==> src/design/sqlts_pkg.sv <==
// Shared types, keyword table and character class helpers for the SQL token scanner.
`timescale 1ns / 1ps
package sqlts_pkg;

    localparam int KW_COUNT     = 36;
    localparam int HASH_BUCKETS = 16;
    localparam int RESULT_CAP   = 64;

    // Token classes as they appear on the result channel.
    typedef enum logic [2:0] {
        TC_KEYWORD  = 3'd0,
        TC_IDENT    = 3'd1,
        TC_INTEGER  = 3'd2,
        TC_REAL     = 3'd3,
        TC_TEXT     = 3'd4,
        TC_CHAR     = 3'd5,
        TC_END      = 3'd6,
        TC_OVERFLOW = 3'd7
    } t_tok_class;

    // Lexical state of the token being built.
    typedef enum logic [3:0] {
        SC_START   = 4'd0,
        SC_WORD    = 4'd1,
        SC_IDENT   = 4'd2,
        SC_INT     = 4'd3,
        SC_REAL    = 4'd4,
        SC_SIGN    = 4'd5,
        SC_OP      = 4'd6,
        SC_TEXT    = 4'd7,
        SC_ESC     = 4'd8,
        SC_COMMENT = 4'd9
    } t_scan;

    // Sequencer state around the history memory.
    typedef enum logic [1:0] {
        CTL_IDLE = 2'd0,
        CTL_FEED = 2'd1,
        CTL_READ = 2'd2
    } t_ctl;

    // What the scanner does with the byte it just looked at.
    typedef enum logic [1:0] {
        ACT_ADV  = 2'd0,
        ACT_RPT  = 2'd1,
        ACT_FAIL = 2'd2,
        ACT_END  = 2'd3
    } t_act;

    // Request to the keyword matcher: append a byte, or look up at the given length.
    typedef struct packed {
        logic       append;
        logic       first;
        logic [3:0] pos;
        logic [7:0] data;
    } t_kw_req;

    typedef struct packed {
        logic       hit;
        logic [5:0] id;
    } t_kw_res;

    // Keyword and operator strings, right aligned, first character highest.
    localparam logic [63:0] KW_WORD [KW_COUNT] = '{
        "select", "values", "or", "not", "distinct", "and", "delete", "update",
        "from", "create", "primary", "smallint", "real", "drop", "insert", "like",
        "asc", "table", "<=", "all", "key", "<>", "into", "where",
        ">=", "by", "null", "int", "<", "order", "set", "=",
        ">", "integer", "char", "desc"
    };

    localparam logic [3:0] KW_LEN [KW_COUNT] = '{
        4'd6, 4'd6, 4'd2, 4'd3, 4'd8, 4'd3, 4'd6, 4'd6,
        4'd4, 4'd6, 4'd7, 4'd8, 4'd4, 4'd4, 4'd6, 4'd4,
        4'd3, 4'd5, 4'd2, 4'd3, 4'd3, 4'd2, 4'd4, 4'd5,
        4'd2, 4'd2, 4'd4, 4'd3, 4'd1, 4'd5, 4'd3, 4'd1,
        4'd1, 4'd7, 4'd4, 4'd4
    };

    localparam logic [3:0] KW_BUCKET [KW_COUNT] = '{
        4'd0, 4'd0, 4'd1, 4'd1, 4'd2, 4'd3, 4'd3, 4'd3,
        4'd4, 4'd4, 4'd4, 4'd4, 4'd4, 4'd5, 4'd5, 4'd5,
        4'd7, 4'd8, 4'd9, 4'd9, 4'd9, 4'd10, 4'd10, 4'd11,
        4'd11, 4'd11, 4'd11, 4'd11, 4'd12, 4'd12, 4'd12, 4'd13,
        4'd14, 4'd14, 4'd14, 4'd15
    };

    localparam logic [5:0] KW_ID [KW_COUNT] = '{
        6'd0, 6'd1, 6'd2, 6'd3, 6'd4, 6'd5, 6'd6, 6'd7,
        6'd8, 6'd9, 6'd10, 6'd11, 6'd12, 6'd13, 6'd14, 6'd15,
        6'd16, 6'd17, 6'd18, 6'd19, 6'd20, 6'd21, 6'd22, 6'd23,
        6'd24, 6'd25, 6'd26, 6'd11, 6'd27, 6'd28, 6'd29, 6'd30,
        6'd31, 6'd11, 6'd32, 6'd33
    };

    // Character k of table word i; zero past the end of the word.
    function automatic logic [7:0] kw_char(input int i, input logic [2:0] k);
        logic [63:0] w;
        int          l;
        w = KW_WORD[i];
        l = int'(KW_LEN[i]);
        if (int'(k) < l) begin
            return w[8 * (l - 1 - int'(k)) +: 8];
        end
        return 8'd0;
    endfunction

    function automatic logic is_alpha(input logic [7:0] c);
        return (c >= "a" && c <= "z") || (c >= "A" && c <= "Z");
    endfunction

    function automatic logic is_digit(input logic [7:0] c);
        return c >= "0" && c <= "9";
    endfunction

    function automatic logic is_op(input logic [7:0] c);
        return c == "<" || c == ">" || c == "=";
    endfunction

endpackage

==> src/design/sqlts_kw_match.sv <==
// Incremental case-insensitive keyword matcher with running bucket hash.
`timescale 1ns / 1ps
module sqlts_kw_match
    import sqlts_pkg::*;
(
    input  logic    i_clk,
    input  logic    i_rst_n,
    input  t_kw_req i_req,
    output t_kw_res o_res
);

    logic [KW_COUNT-1:0] r_cand;
    logic [KW_COUNT-1:0] n_cand;
    logic [3:0]          r_sum;
    logic [3:0]          n_sum;
    logic [7:0]          lower;

    // Fold upper case letters onto lower case before comparing.
    always_comb begin
        lower = i_req.data;
        if (i_req.data > 8'd64 && i_req.data < 8'd91) begin
            lower = i_req.data + 8'd32;
        end
    end

    // Each appended byte narrows the set of table words still matching.
    always_comb begin
        for (int i = 0; i < KW_COUNT; i++) begin
            n_cand[i] = (i_req.first | r_cand[i]) & (KW_LEN[i] > i_req.pos)
                        & (kw_char(i, i_req.pos[2:0]) == lower);
        end
        n_sum = (i_req.first ? 4'd0 : r_sum) + i_req.data[3:0];
    end

    always_ff @(posedge i_clk) begin
        if (!i_rst_n) begin
            r_cand <= '0;
            r_sum  <= '0;
        end else if (i_req.append) begin
            r_cand <= n_cand;
            r_sum  <= n_sum;
        end
    end

    // First table entry whose length and bucket agree wins.
    always_comb begin
        o_res = '0;
        for (int i = KW_COUNT - 1; i >= 0; i--) begin
            if (r_cand[i] && KW_LEN[i] == i_req.pos && KW_BUCKET[i] == r_sum) begin
                o_res.hit = 1'b1;
                o_res.id  = KW_ID[i];
            end
        end
    end

endmodule

==> src/design/sql_token_scanner_unit.sv <==
// Top level of the SQL token scanner: byte history memory, scanner and result staging.
`timescale 1ns / 1ps
// Usage: query bytes enter on the input channel (i_in_valid, o_in_stall), one per
// transfer; i_new_query restarts offset, line count and scan state before the
// byte is scanned, and a zero byte marks end of input. Tokens leave on the
// result channel (o_out_valid, i_out_stall), up to RESULT_CAP per input byte,
// with o_last_result set on the final token that a byte causes.
// Every accepted byte before end of input is written to a history memory indexed
// by its offset. A plain byte is accepted and then scanned. A step that closes a
// token on a byte outside it rescans the same byte; a failed match replays the
// buffered bytes from the memory, each read back and then scanned again.
// The final token of a byte is held in a staging register until the scanner is idle
// and moves to the output register once that is free, when the next byte can be accepted.
// When the receiver stalls, the scanner holds its step until the staging
// register can move on; apart from tokens past RESULT_CAP for one byte, none is lost.
// Reset (synchronous, active low) puts the scanner at the start of a token,
// line 1, offset 0, with both result registers empty. The memory needs no
// clearing: only bytes of the current token are ever read back.
module sql_token_scanner_unit
    import sqlts_pkg::*;
#(
    parameter int MAX_TOKEN_LEN = 64
) (
    input  logic        i_clk,
    input  logic        i_rst_n,
    input  logic        i_in_valid,
    output logic        o_in_stall,
    input  logic [7:0]  i_in_byte,
    input  logic        i_new_query,
    output logic        o_out_valid,
    input  logic        i_out_stall,
    output logic [2:0]  o_token_class,
    output logic [5:0]  o_keyword_id,
    output logic [7:0]  o_char_value,
    output logic [15:0] o_token_start,
    output logic [6:0]  o_token_length,
    output logic [15:0] o_line_number,
    output logic        o_last_result
);

    localparam int FW    = $clog2(MAX_TOKEN_LEN + 1);
    localparam int AW    = $clog2(MAX_TOKEN_LEN + 1);
    localparam int DEPTH = 1 << AW;

    // Byte history and its read port.
    logic [7:0]    r_hist [DEPTH];
    logic [7:0]    r_rd;

    t_ctl          r_ctl;
    t_scan         r_scan;
    logic [FW-1:0] r_fill;
    logic [7:0]    r_first;
    logic [15:0]   r_line;
    logic [15:0]   r_off;
    logic          r_ended;
    logic [15:0]   r_p;
    logic [7:0]    r_byte;
    logic          r_from_mem;
    logic [6:0]    r_res_cnt;

    // Staging register for the newest token of the step.
    logic          r_hold_v;
    logic [2:0]    r_hold_cls;
    logic [5:0]    r_hold_kw;
    logic [7:0]    r_hold_ch;
    logic [15:0]   r_hold_start;
    logic [6:0]    r_hold_len;
    logic [15:0]   r_hold_line;

    logic          r_out_v;
    logic [2:0]    r_out_cls;
    logic [5:0]    r_out_kw;
    logic [7:0]    r_out_ch;
    logic [15:0]   r_out_start;
    logic [6:0]    r_out_len;
    logic [15:0]   r_out_line;
    logic          r_out_last;

    logic          out_free;
    logic          in_acc;
    logic          eff_ended;
    logic [15:0]   eff_off;
    logic [7:0]    c;
    logic [15:0]   st;
    logic [FW+6:0] fill_ext;
    logic          full;

    // Scan step decode.
    logic          f_emit;
    t_tok_class    f_cls;
    logic [5:0]    f_kw;
    logic [7:0]    f_ch;
    logic [15:0]   f_start;
    logic [6:0]    f_len;
    t_act          f_act;
    t_scan         f_scan;
    logic          f_append;
    logic          f_finish;
    logic          f_bump;
    logic          emit_push;
    logic          emit_ok;
    logic          feed_go;
    logic [15:0]   n_p;

    t_kw_req       kw_req;
    t_kw_res       kw_res;

    sqlts_kw_match u_kw (
        .i_clk   (i_clk),
        .i_rst_n (i_rst_n),
        .i_req   (kw_req),
        .o_res   (kw_res)
    );

    assign out_free   = !r_out_v || !i_out_stall;
    assign o_in_stall = !(r_ctl == CTL_IDLE && (!r_hold_v || out_free));
    assign in_acc     = i_in_valid && !o_in_stall;
    assign eff_ended  = i_new_query ? 1'b0 : r_ended;
    assign eff_off    = i_new_query ? 16'd0 : r_off;

    assign c        = r_from_mem ? r_rd : r_byte;
    assign st       = r_p - 16'(r_fill);
    assign fill_ext = (FW + 7)'(r_fill);
    assign full     = r_fill >= FW'(MAX_TOKEN_LEN);

    // Keyword matcher sees the current fill and the byte being scanned.
    always_comb begin
        kw_req.append = feed_go && f_append;
        kw_req.first  = r_fill == '0;
        kw_req.pos    = (fill_ext > (FW + 7)'(15)) ? 4'd15 : fill_ext[3:0];
        kw_req.data   = c;
    end

    // One scan step on byte c at offset r_p.
    always_comb begin
        f_emit   = 1'b0;
        f_cls    = TC_CHAR;
        f_kw     = '0;
        f_ch     = '0;
        f_start  = st;
        f_len    = fill_ext[6:0];
        f_act    = ACT_ADV;
        f_scan   = r_scan;
        f_append = 1'b0;
        f_finish = 1'b0;
        f_bump   = 1'b0;
        if (r_scan != SC_START && r_scan != SC_COMMENT && full) begin
            // Token longer than the buffer.
            f_emit   = 1'b1;
            f_cls    = TC_OVERFLOW;
            f_finish = 1'b1;
            f_act    = ACT_RPT;
        end else begin
            unique case (r_scan)
                SC_START: begin
                    if (c == " " || c == 8'd9) begin
                        f_act = ACT_ADV;
                    end else if (c == 8'd10) begin
                        f_bump = 1'b1;
                    end else if (c == "'") begin
                        f_append = 1'b1;
                        f_scan   = SC_TEXT;
                    end else if (is_alpha(c)) begin
                        f_append = 1'b1;
                        f_scan   = SC_WORD;
                    end else if (is_digit(c)) begin
                        f_append = 1'b1;
                        f_scan   = SC_INT;
                    end else if (c == "-" || c == "+") begin
                        f_append = 1'b1;
                        f_scan   = SC_SIGN;
                    end else if (is_op(c)) begin
                        f_append = 1'b1;
                        f_scan   = SC_OP;
                    end else if (c == "#") begin
                        f_scan = SC_COMMENT;
                    end else if (c == 8'd0) begin
                        f_emit   = 1'b1;
                        f_cls    = TC_END;
                        f_start  = r_p;
                        f_len    = '0;
                        f_finish = 1'b1;
                        f_act    = ACT_END;
                    end else begin
                        f_emit  = 1'b1;
                        f_cls   = TC_CHAR;
                        f_ch    = c;
                        f_start = r_p;
                        f_len   = 7'd1;
                    end
                end
                SC_WORD: begin
                    if (is_alpha(c)) begin
                        f_append = 1'b1;
                    end else if (is_digit(c) || c == "_") begin
                        f_append = 1'b1;
                        f_scan   = SC_IDENT;
                    end else begin
                        f_emit   = 1'b1;
                        f_cls    = kw_res.hit ? TC_KEYWORD : TC_IDENT;
                        f_kw     = kw_res.hit ? kw_res.id : 6'd0;
                        f_finish = 1'b1;
                        f_act    = ACT_RPT;
                    end
                end
                SC_IDENT: begin
                    if (is_alpha(c) || is_digit(c) || c == "_") begin
                        f_append = 1'b1;
                    end else begin
                        f_emit   = 1'b1;
                        f_cls    = TC_IDENT;
                        f_finish = 1'b1;
                        f_act    = ACT_RPT;
                    end
                end
                SC_INT: begin
                    if (is_digit(c)) begin
                        f_append = 1'b1;
                    end else if (c == ".") begin
                        f_append = 1'b1;
                        f_scan   = SC_REAL;
                    end else begin
                        f_emit   = 1'b1;
                        f_cls    = TC_INTEGER;
                        f_finish = 1'b1;
                        f_act    = ACT_RPT;
                    end
                end
                SC_REAL: begin
                    if (is_digit(c)) begin
                        f_append = 1'b1;
                    end else begin
                        f_emit   = 1'b1;
                        f_cls    = TC_REAL;
                        f_finish = 1'b1;
                        f_act    = ACT_RPT;
                    end
                end
                SC_SIGN: begin
                    if (is_digit(c)) begin
                        f_append = 1'b1;
                        f_scan   = SC_INT;
                    end else begin
                        f_act = ACT_FAIL;
                    end
                end
                SC_OP: begin
                    if (is_op(c)) begin
                        f_append = 1'b1;
                    end else if (kw_res.hit) begin
                        f_emit   = 1'b1;
                        f_cls    = TC_KEYWORD;
                        f_kw     = kw_res.id;
                        f_finish = 1'b1;
                        f_act    = ACT_RPT;
                    end else begin
                        f_act = ACT_FAIL;
                    end
                end
                SC_TEXT: begin
                    if (c == 8'd0) begin
                        f_act = ACT_FAIL;
                    end else begin
                        f_append = 1'b1;
                        if (c == "\\") begin
                            f_scan = SC_ESC;
                        end else if (c == "'") begin
                            f_emit   = 1'b1;
                            f_cls    = TC_TEXT;
                            f_len    = fill_ext[6:0] + 7'd1;
                            f_finish = 1'b1;
                        end
                    end
                end
                SC_ESC: begin
                    if (c == 8'd0) begin
                        f_act = ACT_FAIL;
                    end else begin
                        f_append = 1'b1;
                        f_scan   = SC_TEXT;
                    end
                end
                SC_COMMENT: begin
                    if (c == 8'd10) begin
                        f_bump = 1'b1;
                        f_scan = SC_START;
                    end else if (c == 8'd0) begin
                        f_emit   = 1'b1;
                        f_cls    = TC_END;
                        f_start  = r_p;
                        f_len    = '0;
                        f_finish = 1'b1;
                        f_act    = ACT_END;
                    end
                end
                default: begin
                    f_finish = 1'b1;
                    f_act    = ACT_RPT;
                end
            endcase
            // A failed match gives its first byte alone and replays the rest.
            if (f_act == ACT_FAIL) begin
                f_emit   = 1'b1;
                f_cls    = TC_CHAR;
                f_ch     = r_first;
                f_len    = 7'd1;
                f_finish = 1'b1;
            end
        end
    end

    assign emit_push = f_emit && (r_res_cnt < 7'(RESULT_CAP));
    assign emit_ok   = !r_hold_v || out_free;
    assign feed_go   = (r_ctl == CTL_FEED) && (!emit_push || emit_ok);
    assign n_p       = (f_act == ACT_FAIL) ? st + 16'd1 : r_p + 16'd1;

    // History memory: written on input transfers, read back for replay.
    always_ff @(posedge i_clk) begin
        if (in_acc && !eff_ended) begin
            r_hist[eff_off[AW-1:0]] <= i_in_byte;
        end
        if (r_ctl == CTL_READ) begin
            r_rd <= r_hist[r_p[AW-1:0]];
        end
    end

    // Sequencer and scanner state.
    always_ff @(posedge i_clk) begin
        if (!i_rst_n) begin
            r_ctl      <= CTL_IDLE;
            r_scan     <= SC_START;
            r_fill     <= '0;
            r_line     <= 16'd1;
            r_off      <= '0;
            r_ended    <= 1'b0;
            r_from_mem <= 1'b0;
            r_res_cnt  <= '0;
        end else begin
            unique case (r_ctl)
                CTL_IDLE: begin
                    if (in_acc) begin
                        if (i_new_query) begin
                            r_scan  <= SC_START;
                            r_fill  <= '0;
                            r_line  <= 16'd1;
                            r_off   <= '0;
                            r_ended <= 1'b0;
                        end
                        if (!eff_ended) begin
                            r_byte     <= i_in_byte;
                            r_p        <= eff_off;
                            r_from_mem <= 1'b0;
                            r_res_cnt  <= '0;
                            r_ctl      <= CTL_FEED;
                        end
                    end
                end
                CTL_READ: begin
                    r_from_mem <= 1'b1;
                    r_ctl      <= CTL_FEED;
                end
                CTL_FEED: begin
                    if (feed_go) begin
                        r_scan <= f_finish ? SC_START : f_scan;
                        if (f_finish) begin
                            r_fill <= '0;
                        end else if (f_append) begin
                            r_fill <= r_fill + FW'(1);
                        end
                        if (f_append && r_fill == '0) begin
                            r_first <= c;
                        end
                        if (f_bump && r_line != 16'hFFFF) begin
                            r_line <= r_line + 16'd1;
                        end
                        if (emit_push) begin
                            r_res_cnt <= r_res_cnt + 7'd1;
                        end
                        priority case (f_act)
                            ACT_END: begin
                                r_ended <= 1'b1;
                                r_off   <= r_off + 16'd1;
                                r_ctl   <= CTL_IDLE;
                            end
                            ACT_RPT: begin
                                r_ctl <= CTL_FEED;
                            end
                            default: begin
                                if (f_act == ACT_ADV && r_p == r_off) begin
                                    r_off <= r_off + 16'd1;
                                    r_ctl <= CTL_IDLE;
                                end else if (n_p == r_p) begin
                                    r_ctl <= CTL_FEED;
                                end else begin
                                    r_p   <= n_p;
                                    r_ctl <= CTL_READ;
                                end
                            end
                        endcase
                    end
                end
                default: begin
                    r_ctl <= CTL_IDLE;
                end
            endcase
        end
    end

    // Staging and output registers. The staged token moves on as not last when
    // a newer one arrives, and as last once the step has ended.
    always_ff @(posedge i_clk) begin
        if (!i_rst_n) begin
            r_hold_v <= 1'b0;
            r_out_v  <= 1'b0;
        end else begin
            if (!i_out_stall) begin
                r_out_v <= 1'b0;
            end
            if (r_ctl == CTL_IDLE && r_hold_v && out_free) begin
                r_out_v     <= 1'b1;
                r_out_cls   <= r_hold_cls;
                r_out_kw    <= r_hold_kw;
                r_out_ch    <= r_hold_ch;
                r_out_start <= r_hold_start;
                r_out_len   <= r_hold_len;
                r_out_line  <= r_hold_line;
                r_out_last  <= 1'b1;
                r_hold_v    <= 1'b0;
            end else if (feed_go && emit_push) begin
                if (r_hold_v) begin
                    r_out_v     <= 1'b1;
                    r_out_cls   <= r_hold_cls;
                    r_out_kw    <= r_hold_kw;
                    r_out_ch    <= r_hold_ch;
                    r_out_start <= r_hold_start;
                    r_out_len   <= r_hold_len;
                    r_out_line  <= r_hold_line;
                    r_out_last  <= 1'b0;
                end
                r_hold_v     <= 1'b1;
                r_hold_cls   <= f_cls;
                r_hold_kw    <= f_kw;
                r_hold_ch    <= f_ch;
                r_hold_start <= f_start;
                r_hold_len   <= f_len;
                r_hold_line  <= r_line;
            end
        end
    end

    assign o_out_valid    = r_out_v;
    assign o_token_class  = r_out_cls;
    assign o_keyword_id   = r_out_kw;
    assign o_char_value   = r_out_ch;
    assign o_token_start  = r_out_start;
    assign o_token_length = r_out_len;
    assign o_line_number  = r_out_line;
    assign o_last_result  = r_out_last;

endmodule
==> config.mk <==
export PLATFORM = sky130hd
export DESIGN_NAME = sql_token_scanner_unit
export DESIGN_NICKNAME = d
export VERILOG_FILES = /design/src/design/sqlts_pkg.sv /design/src/design/sqlts_kw_match.sv /design/src/design/sql_token_scanner_unit.sv
export SDC_FILE = /design/constraint.sdc
export NUM_CORES = 2
export LEC_CHECK = 0
export BUFFER_PORTS_ARGS = -buffer_cell sky130_fd_sc_hd__buf_2
export CAP_MARGIN = 20
export CORE_MARGIN = 1.5
export CORE_UTILIZATION = 63
export DETAILED_ROUTE_END_ITERATION = 8
export GPL_TIMING_DRIVEN = 0
export PLACE_DENSITY = 0.8
export SLEW_MARGIN = 40
export SYNTH_ARGS = -nofsm -noshare
export SYNTH_HDL_FRONTEND = slang
export SYNTH_HIERARCHICAL = 1
export SYNTH_SLANG_ARGS = --single-unit
==> constraint.sdc <==
create_clock -name i_clk -period 10.9 [get_ports i_clk]
set_input_delay 0 -clock i_clk [delete_from_list [all_inputs] [get_ports i_clk]]
set_output_delay 0 -clock i_clk [all_outputs]
set_load 0.005 [all_outputs]
=== After elaboration in Yosys (flattened, before gate mapping) ===
Memories as Yosys holds them, arrays and structs flattened. A register that Yosys moved wholly into a read port is not among the register bits.
Cells that the tools add are included.

* $add $sub $neg: 17
* Multipliers: 0
* Divide/modulo/power cells: 0
* Order comparisons: 26
* Equal/unequal tests: 117
* Shift operators: 36
* Mux-type cells: 357
* Bitwise gates (word level): 111
* Reductions and logical operators: 137

{| class="wikitable"
|+ Operators with widths
! kind !! number
|-
| 64-bit by 32-bit variable part select with 8-bit output, first input constant || 25
|-
| 64-bit by 7-bit variable part select with 8-bit output, first input constant || 11
|-
| 8-bit two-way mux || 84
|-
| 16-bit two-way mux || 32
|-
| 7-bit two-way mux || 63
|-
| 8-bit == test || 36
|-
| 16-bit one-hot mux with 2 select lines || 5
|-
| 4-bit two-way mux || 24
|-
| 1-bit logical AND || 90
|-
| 1-bit two-way mux || 83
|-
| 1-bit bitwise AND || 72
|-
| 8-bit by 6-bit == test with 1-bit output, second input constant || 9
|-
| 16-bit by 1-bit adder with 16-bit output, second input constant || 4
|-
| 2-bit two-way mux || 31
|-
| 4-bit != test, second input constant || 12
|-
| 6-bit two-way mux || 7
|-
| 4-bit == test, first input constant || 9
|-
| 3-bit two-way mux || 12
|-
| 1-bit bitwise OR || 36
|-
| 16-bit == test || 2
|-
| 3-bit by 4-bit == test with 1-bit output, first input constant || 7
|-
| 4-bit one-hot mux with 7 select lines || 1
|-
| 7-bit one-hot mux with 2 select lines || 2
|-
| 3-bit one-hot mux with 8 select lines || 1
|-
| 65 further kinds || 143
|}

* Flip-flop bits (word level): 241
* Bits in latches: 0
* Memory bits (writable): 1024
* Bits in read-only memories: 0
* Input bits: 13
* Output and inout port bits: 59
* Logic and storage cells: 831
* Memories kept: 1

{| class="wikitable"
|+ Memory list
! memory !! depth !! bits a word !! rd ports !! clocked after memory_dff !! wr ports !! line !! source
|-
| r_hist || 128 || 8 || 1 || 1 || 1 || sql_token_scanner_unit.sv:46 || <nowiki>logic [7:0] r_hist [DEPTH];</nowiki>
|}

=== Depth between registers and ports, before layout ===
* Word-level depth: 55
* Mapped depth: 35
* Mapped depth without buffers: 28

=== Modules after synthesis ===
Netlist, hierarchy kept.

{| class="wikitable"
|+ Modules (own cells, without submodules)
! module !! times used !! cells an instance !! area each (um^2) !! sequential area each (um^2)
|-
| sql_token_scanner_unit || 1 || 2725 || 50666.1 || 36465.0
|-
| sqlts_kw_match || 1 || 798 || 5749.3 || 800.8
|}

=== Least setup slack after synthesis ===
No wires, ideal clock.

* Kind: reg-to-reg
* Start: register r_fill[6]
* End: register r_out_ch[0] (netlist: o_char_value[0]), enable pin
* Setup time: 0.491 ns
* Data arrival time: 7.321 ns
* Slack: 3.088 ns
* Stages on the path, launching flop included: 23
* Path buffers: 4
* Cell sequence: dfxtp_1 clkbuf_1 nor3_1 nand2_1 buf_2 inv_1 ha_1 clkbuf_1 and3b_1 clkbuf_1 a22oi_1 o221a_2 nor4b_1 nand3b_1 nand2b_1 nand2_1 a21oi_1 a221oi_2 and3_1 nor2_1 nor4_1 nand2_1 a21oi_1

{| class="wikitable"
|+ RTL lines
! element !! line !! source
|-
| start: declaration || sql_token_scanner_unit.sv:51 || <nowiki>logic [FW-1:0] r_fill;</nowiki>
|-
| start signal: assignment || sql_token_scanner_unit.sv:368 || <nowiki>r_fill <= r_fill + FW'(1);</nowiki>
|-
| end signal: assignment || sql_token_scanner_unit.sv:423 || <nowiki>r_out_ch <= r_hold_ch;</nowiki>
|-
| end signal: assignment || sql_token_scanner_unit.sv:434 || <nowiki>r_out_ch <= r_hold_ch;</nowiki>
|-
| end: declaration || sql_token_scanner_unit.sv:73 || <nowiki>logic [7:0] r_out_ch;</nowiki>
|}

==> impl_results.md <==
* CORE AREA at 0.0885 mm2
* Clock latency on the worst-skew pair at 0.72 ns
* Worst Hold Class: input port to flip-flop
* DR vias/cell at 7.23
* IO buf count at 70
* Combinational share of power at 25.5%
* Post-synth EDFFs at 1,177
* Final instance count without filler cells at 5,014
* Synth top area share at 62.6%
* Worst slack at placement at 1.08 ns
* Die Ht at 302 um
* Starting Density at 63.7%
* Power per cell area at 212 mW/mm2
* Crit start category: flip-flop
* Worst EP arrival at 10.60 ns
* Dominant synthesized flop cell: edfxtp_1
* Number of iterations in the first detailed-routing pass at 9
* Sink Count at 1,273
* I/O pins at 72
* Largest delay share family, worst path: simple AND/OR/NAND/NOR gates
* Area leader, netlist: edfxtp_1
* Int Pwr at 9.26 mW
* Switching part of the total power at 30.6%
* Total die area at 0.0914 mm2
* Final worst-path cycle share at 93.6%
* Routed Antenna Nets at 0
* Clk_skew at 0.0313 ns
* Post-synthesis net count at 3,569
* Fin util at 71.2%
* Placed Cells at 4,774
* CP peak stage delay at 0.64 ns
* Seq. cell area at 0.0373 mm2
* Die X at 302 um
* Final GP Congestion at 1.02
* Least-Margin Pin Slew at 0.986 ns
* DRC violations left at 38
* Final min period at 10.20 ns
* Largest net degree at the start of global routing at 94
* Crit-path max FO at 16
* Max Clock Freq at 0.0981 GHz
* Failing checks: design-rule violations
* Clock Tree Buf Depth at 3
* Nets at 3,788
* Max VDD drop at 204 uV
* Clock power share at 32.9%
* CP max-delay cell: nor3_1
* Fillcell total at 5,218
* Synthesized area at 0.0564 mm2
* Syn avg cell area at 16.0 um2
* Area of the multi-input gates at 0.0182 mm2
* Yosys warns at 6
* Status: complete, but fails checks
* Routed WL at 172 mm
* Ys async rst share at 0%
* Seq/Total Area, Yosys at 66.1%
* Yosys cell types at 118
* DR WL/cell at 34.3 um
* Via count at 36,247
* Seq pwr share at 41.7%
* Lkg Pwr at 20.0 nW
* Number of global-route vias before repair at 35,253
* Yosys reg bits at 1,273
* Row count at 109
* Crit Path Category: flip-flop to flip-flop
* Post-CTS setup buffers at 0
* Root Driver: clkbuf_16
* Initial antenna violation count at 9
* Final Hold Violating Endpoints at 0
* CP endpoint kind: flip-flop
* Net Switching at 4.08 mW
* DP HPWL at 107 mm
* Max_cap viols at 0
* Area growth, synth to finish at 11.7%
* CP required at 11.30 ns
* Max-slew headroom at 34.2%
* Post-Syn Instances at 3,523
* Global-route wire length before repair at 249 mm
* Setup_tns at 0 ns
* Top cells by area, synth: edfxtp_1 (63%), mux4_2 (13%), dfxtp_1 (3.4%)
* Htree depth at 3
* Grt ovf at 0
* Total track usage at 38.2%
* Worst Path Buf+Inv at 8
* Total Power at 13.3 mW
* DRT iter0 DRCs at 5,547
* TritonCTS clock tree: yes
* RSZ-0062 raised after global routing: false
* Register clock-pin slew on the reported worst setup and hold paths at 0.06 ns
* Share of layout cells above drive strength 1 at 21.8%
* TritonCTS Buffers at 120
* Final Setup Violations at 0
* Top cell by count, worst path: nand2_1
* Fin. max-slew vios at 0
* Final WS setup at 0.701 ns
[logic make-up (layout without fill, tap and decap cells)]
family | after synthesis | after routing | synth area share (%)
DFF | 1273 | 1273 | 66.1
and+or+nand+nor | 959 | 959 | 8.86
AOI/OAI and AO/OA | 464 | 464 | 5.86
muxes | 371 | 371 | 14.1
buffers and inverters | 271 | 595 | 1.98
xor gates and xnor gates | 151 | 151 | 2.38
adders and majority gates | 34 | 34 | 0.776
other | 0 | 2 | 0
[sequential cells by signal, indices dropped and copies added (netlist names), 16 cells and up]
signal         flops
r_hold_line       16
u_kw/r_cand       36
r_off             16
o_line_number     16
r_hist          1024
r_hold_start      16
r_line            16
r_p               16
o_token_start     16
[metrics by stage]
| stage | instance area, um2 | hold WS (ns) |
|---|---|---|
| final | 63000 | 0.114 |
| after global routing | 63000 | 0.127 |
| after CTS | 62900 | 0.0826 |
| after detailed placement | 58700 | 0.342 |
| after global placement | 58200 | 0.306 |
| after floorplan | 56400 | 0.0989 |
[per-layer routing]
metal | GRT usage (%) | up-vias | wire length [um]
met5 | 0 | - | 103
met4 | 21.3 | 16 | 11400
met3 | 9.15 | 711 | 19600
met2 | 60.8 | 3039 | 81700
met1 | 48.9 | 17982 | 59300
li1 | - | 14499 | -
[Yosys cell counts, drive strengths merged (12+ instances only)]
| library cell | count |
|---|---|
| edfxtp | 1177 |
| mux4 | 336 |
| nor2 | 298 |
| nand2 | 157 |
| clkbuf | 143 |
| o21ai | 128 |
| xnor2 | 110 |
| dfxtp | 96 |
| buf | 87 |
| nand3 | 81 |
| a21oi | 77 |
| nor3 | 58 |
| nor2b | 47 |
| and3 | 40 |
| xor2 | 40 |
| inv | 39 |
| nand4 | 37 |
| nand2b | 35 |
| nor4 | 34 |
| ha | 31 |
| nand3b | 31 |
| and2 | 28 |
| mux2 | 20 |
| a211oi | 19 |
| or3 | 18 |
| a31oi | 17 |
| o311ai | 17 |
| nor3b | 16 |
| o31ai | 16 |
| or2 | 16 |
| a22oi | 15 |
| mux2i | 15 |
| o22ai | 15 |
| a21o | 14 |
| o211ai | 14 |
| or4 | 14 |
| a32oi | 13 |
| o21a | 12 |
[power groups by stage]
stage	Clock [mW]	Combinational, mW	Sequential, mW
global route	4.55	3.51	5.57
finish	4.38	3.40	5.56
detailed placement	0	3.22	5.66
CTS	4.38	3.31	5.56
global placement	0	3.11	5.67
floorplan	0	2.09	5.65
[cell type report]
cell class              count  share of cell area [%]
diodes                      2                 0.00794
plain buffers             230                    1.65
clock buffers             142                    4.99
clock inverters            85                    1.45
inverters                  41                   0.244
multi-input cells        1979                    28.9
flip-flops and latches   1273                    59.1
well taps                1165                    2.31
repair buffers             97                    1.34
[what timing repair did]
action | CTS | global route
resized for setup | 0 | 0
hold buffers | 11 | 0
endpoints found under the hold margin | 893 | 0
[final timing paths]
path                                    from                     endpoint  slack, ns  cells after the start
hold reg to reg   r_hold_start[13]$_DFFE_PP_  o_token_start[13]$_DFFE_PP_       0.41                      0
hold / removal                    i_in_valid         r_ended$_SDFFE_PN0P_       0.11                      6
setup reg to reg      r_fill[6]$_SDFFE_PN0P_             r_p[9]$_DFFE_PP_       0.70                     33
setup / recovery      r_fill[6]$_SDFFE_PN0P_             r_p[9]$_DFFE_PP_       0.70                     33
[cells in the final DEF (no fill, tap or decap), drive strengths merged, types with 17 or more instances in the layout]
| master | n |
|---|---|
| edfxtp | 1177 |
| mux4 | 336 |
| nor2 | 298 |
| clkbuf | 293 |
| buf | 165 |
| nand2 | 157 |
| o21ai | 128 |
| xnor2 | 110 |
| dfxtp | 96 |
| nand3 | 81 |
| a21oi | 77 |
| nor3 | 58 |
| clkinv | 57 |
| nor2b | 47 |
| inv | 46 |
| xor2 | 40 |
| and3 | 40 |
| nand4 | 37 |
| nand2b | 35 |
| nor4 | 34 |
| nand3b | 31 |
| ha | 31 |
| and2 | 28 |
| mux2 | 20 |
| a211oi | 19 |
| or3 | 18 |
| a31oi | 17 |
| o311ai | 17 |
[worst register-to-register path, delay by kind of cell, from the launching register on]
family                   cells  cell delay [ns]
flip-flops                   1             0.29
AO/OA/AOI/OAI                8             2.62
XOR/XNOR                     1             0.18
adder cells (fa/ha/maj)      2             0.52
AND/OR/NAND/NOR             14             3.67
buffers and inverters        8             2.63
Note: power is estimated with default switching activity, not from simulation.
